File: src/i64d_pkg.sv
// Shared constants and types for the pipelined integer divider.
package i64d_pkg;

  // Width of the operand and result ports.
  localparam int PORT_W = 64;

  // Default arithmetic width of the divider.
  localparam int WIDTH_DEF = 64;

  // Side information that travels with each word down the pipeline.
  typedef struct packed {
    logic valid;
    logic q_neg;
    logic r_neg;
    logic zero;
  } i64d_ctl_t;

endpackage

File: src/i64d_stage.sv
// One restoring-division step: trial subtract, select, shift in one quotient bit.
module i64d_stage #(
  parameter int WIDTH = i64d_pkg::WIDTH_DEF
) (
  input  logic                  clk,
  input  logic                  rst_n,
  input  i64d_pkg::i64d_ctl_t   ctl_i,
  input  logic [WIDTH-1:0]      rem_i,
  input  logic [WIDTH-1:0]      nq_i,
  input  logic [WIDTH-1:0]      den_i,
  output i64d_pkg::i64d_ctl_t   ctl_o,
  output logic [WIDTH-1:0]      rem_o,
  output logic [WIDTH-1:0]      nq_o,
  output logic [WIDTH-1:0]      den_o
);

  i64d_pkg::i64d_ctl_t ctl_r;
  logic [WIDTH-1:0]    rem_r, rem_nxt;
  logic [WIDTH-1:0]    nq_r, nq_nxt;
  logic [WIDTH-1:0]    den_r;
  logic [WIDTH:0]      trial;
  logic [WIDTH:0]      diff;
  logic                q_bit;

  // nq holds the unused dividend bits on top and the quotient bits below.
  always_comb begin
    trial   = {rem_i, nq_i[WIDTH-1]};
    diff    = trial - {1'b0, den_i};
    q_bit   = ~diff[WIDTH];
    rem_nxt = q_bit ? diff[WIDTH-1:0] : trial[WIDTH-1:0];
    nq_nxt  = {nq_i[WIDTH-2:0], q_bit};
  end

  always_ff @(posedge clk) begin
    if (!rst_n) begin
      ctl_r <= '0;
    end else begin
      ctl_r <= ctl_i;
    end
  end

  always_ff @(posedge clk) begin
    rem_r <= rem_nxt;
    nq_r  <= nq_nxt;
    den_r <= den_i;
  end

  assign ctl_o = ctl_r;
  assign rem_o = rem_r;
  assign nq_o  = nq_r;
  assign den_o = den_r;

endmodule

File: config.mk
export PLATFORM = sky130hd
export DESIGN_NAME = i64d_stage
export DESIGN_NICKNAME = d
export VERILOG_FILES = /design/src/i64d_pkg.sv /design/src/i64d_stage.sv
export SDC_FILE = /design/constraint.sdc
export NUM_CORES = 1
export LEC_CHECK = 0
export ABC_AREA = 1
export ABC_CLOCK_PERIOD_IN_PS = 4700
export BUFFER_PORTS_ARGS = -buffer_cell sky130_fd_sc_hd__buf_2
export CORE_AREA = 2 2 165 167
export DETAILED_ROUTE_END_ITERATION = 6
export DIE_AREA = 0 0 167 169
export PLACE_DENSITY = 0.7
export SLEW_MARGIN = 20
export SYNTH_ARGS = -nofsm -noshare
export SYNTH_HDL_FRONTEND = slang
export SYNTH_SLANG_ARGS = --single-unit
File: constraint.sdc
create_clock -name clk -period 4.7 [get_ports clk]
set_input_delay 0.94 -clock clk [delete_from_list [all_inputs] [get_ports clk]]
set_output_delay 0.94 -clock clk [all_outputs]
set_load 0.1 [all_outputs]
==> results.md <==
- Status: finished, final reports clean
- Mapped Cells: 1812
- CTS root buf: clkbuf_16
- Routed length per instance: 15.87 um
- Synth top area cells: dfxtp_1, nand2_1, inv_1, ha_1, nor2_1
- Fraction of registers with async set or reset after synthesis: 0
- Cells after DPL: 2534
- Via-to-Cell Ratio: 4.597
- Most Crowded Layer GR: met2
- Die area: approximately 0.028 sq mm
- Slew @ Worst Pin: 0.7331 ns
- Initial DRT Pass Iterations: 7
- Synth Register Bits: 196
- Grt total ovfl: 0
- Initial antenna violation count: 0
- Grt met2 use: 0.5042
- Top Ports: ~390
- Largest net degree at the start of global routing: 65
- Synthesized cell area: 0.01119 sq mm
- CP Class: input port to flip-flop
- Top_reg_cell synth: dfxtp_1
- Min cycle time layout: 3.383 ns
- Port bufs: 393
- Final GP Congestion: 0.9893
- VDD IR max: between 0.2 and 0.3 mV
- Ant diodes: 0
- Nets: 2475
- Max Slew Vio Count: 0
- Layout cells sized above 1: 0.2112
- TritonCTS clock tree: done
- Worst-path clk slew: 0.09 ns
- Avg Cell Area, Syn: 6.178 sq um
- Clk buf depth: 2
- Post-CTS setup repair buffer count: 0
- Final WL: 40.73 mm
- Syn nets: between 2000 and 2500
- WP data arrival: 3.77 ns
- Post-route DRC: 0
- Sink Count: 196
- Antenna Nets Post-Route: 0
- PwrDens: 419.5 mW/mm^2
- Synth cell types: 31
- CTS-repair resized insts: 0
- Area leader, netlist: dfxtp_1
- Vias: about 12000
- Final Hold Viols: 0
- Worst min path class: input port to flip-flop
- Worst Path Max Fanout: 38
- Global-route wire length before repair: 61.04 mm
- Post-synth EDFFs: 0
- Chip Height: 169 um
- Slew headroom: 0.5113
- Die X: 167 um
- H-Tree Depth: 4
- Initial core utilization: 0.4224
- 1st-iter DRT viols: 722
- CP Capture Type: flip-flop
- Vias in the first global route: between 10000 and 15000
- Share of the synthesized area in the top cell type: 0.3505
- Met1 global-route usage: 0.3398
- Required time worst endpoint: 5.09 ns
- Layout area overhead: 25.84%
- Max cap viols: 0
- Cts hold-fix bufs: 0
- Rows: 60
- Critical path startpoint category: input port
- Post-Layout Cell Count: ~2600
- Core area: 0.02650 sq mm
- YS warnings: 0
- GRT Util Overall: 0.2824
- Leak pwr: 8.877 nW
- TritonCTS buffer count: 17
- Crit share post-route: 0.7198
- Fillers: 2774
- Setup TNS: 0 ns
- Final HPWL DP: about 35 mm
- Sequential share of the synthesized area: 0.3505
- RSZ-0062 raised after global routing: false
- Setup violators final: 0
- GRT met3 Usage: 0.05588
- Max frequency: 0.2956 GHz
Yosys cell counts (all sizes together), types with 2 or more instances:
master,count
nand2,827
inv,397
dfxtp,196
nor2,110
nand3,68
ha,64
a21oi,52
xor2,30
nand4,19
buf,13
nor3,12
o21bai,8
nor4,4
o21ai,4
and3,2
or2,2
routing by layer:
metal | vias to the layer above | wire length [um]
li1 | 6143 | -
met1 | 5182 | 16830
met2 | 409 | 19910
met3 | 61 | 2885
met4 | 0 | 1104
met5 | - | 0
registers in the layout, summed over array words and instances (netlist names):
signal and count:
den_o 64, ctl_o 4, nq_o 64, rem_o 64
critical path: stages:
cell and delay, ns:
buf_2 0.09, inv_1 0.04, ha_1 0.22, fa_1 0.44
inv_1 0.10, nand2_1 0.05, nand2_1 0.06, nand3_1 0.08
nand2_2 0.13, nand2_1 0.07, nand2_2 0.13, nand2_1 0.09
nand2_2 0.18, nand2_2 0.11, nand2_2 0.10, nand2_2 0.05
nand2_2 0.39, buf_12 0.30, nand2_1 0.08, nand2_1 0.07
cell usage in the layout, fill, tap and decap left out:
cell       count
dfxtp_1      196
nand2_4        1
nor4_2         1
fa_1           1
clkbuf_16     17
buf_2        393
nor2_4         1
nor3_1        12
nand3b_1       1
xor2_1        30
inv_6          4
nor4_1         3
a21oi_1       52
clkinv_8       6
inv_8          2
nand2_2       29
or2_1          1
nand2_1      797
ha_1          64
nor2_2         7
o21bai_1       8
xnor2_1        1
nand3_1       68
inv_1        393
or2_2          1
nor2_1       102
clkinv_2       1
inv_2          4
clkinv_1       1
nand4_1       19
o21ai_0        4
buf_12         1
and3_1         2
inv_12         2
final timing paths:
kind,cells past startpoint,start,slack (ns),end
worst max-delay path,20,nq_i[63],1.32,rem_o[30]
worst min-delay path,1,nq_i[5],0.58,nq_o[6]
logic make-up after synthesis:
| family | share of synthesized area |
|---|---|
| XOR/XNOR | 0.02425 |
| buffers and inverters | 0.1459 |
| AO/OA/AOI/OAI | 0.03040 |
| AND/OR/NAND/NOR | 0.3757 |
| flip-flops | 0.3505 |
| adder cells (fa/ha/maj) | 0.07332 |
where the power goes:
group          switching [mW]  internal (mW)  total (mW)
clock                   0.810          0.733        1.54
combinational            2.03          0.466        2.49
sequential             0.0463           1.83        1.87
total                    2.88           3.03        5.91
per-stage QoR:
step	instance area, sq um	utilization	hold slack (ns)	power [mW]	setup slack (ns)
finish	14090	0.5316	0.5797	5.909	1.317
detailed placement	13470	0.5083	1.044	4.401	0.8823
CTS	14090	0.5316	0.5670	5.947	1.338
floorplan	11190	-	0.9677	3.873	1.835
global placement	13470	0.5083	1.042	4.389	0.9481
global route	14090	0.5316	0.5707	6.162	1.089
cell type report:
class / count / area, sq um / share of cell area
well taps: 341 / 426.7 / 0.03029
inverters: 398 / 1494 / 0.1060
clock buffers: 17 / 425.4 / 0.03020
clock inverters: 15 / 192.7 / 0.01368
repair buffers: 394 / 1987 / 0.1410
flip-flops and latches: 196 / 3924 / 0.2785
multi-input cells: 1205 / 5638 / 0.4002
No activity file was read; power rests on OpenSTA's default activity.
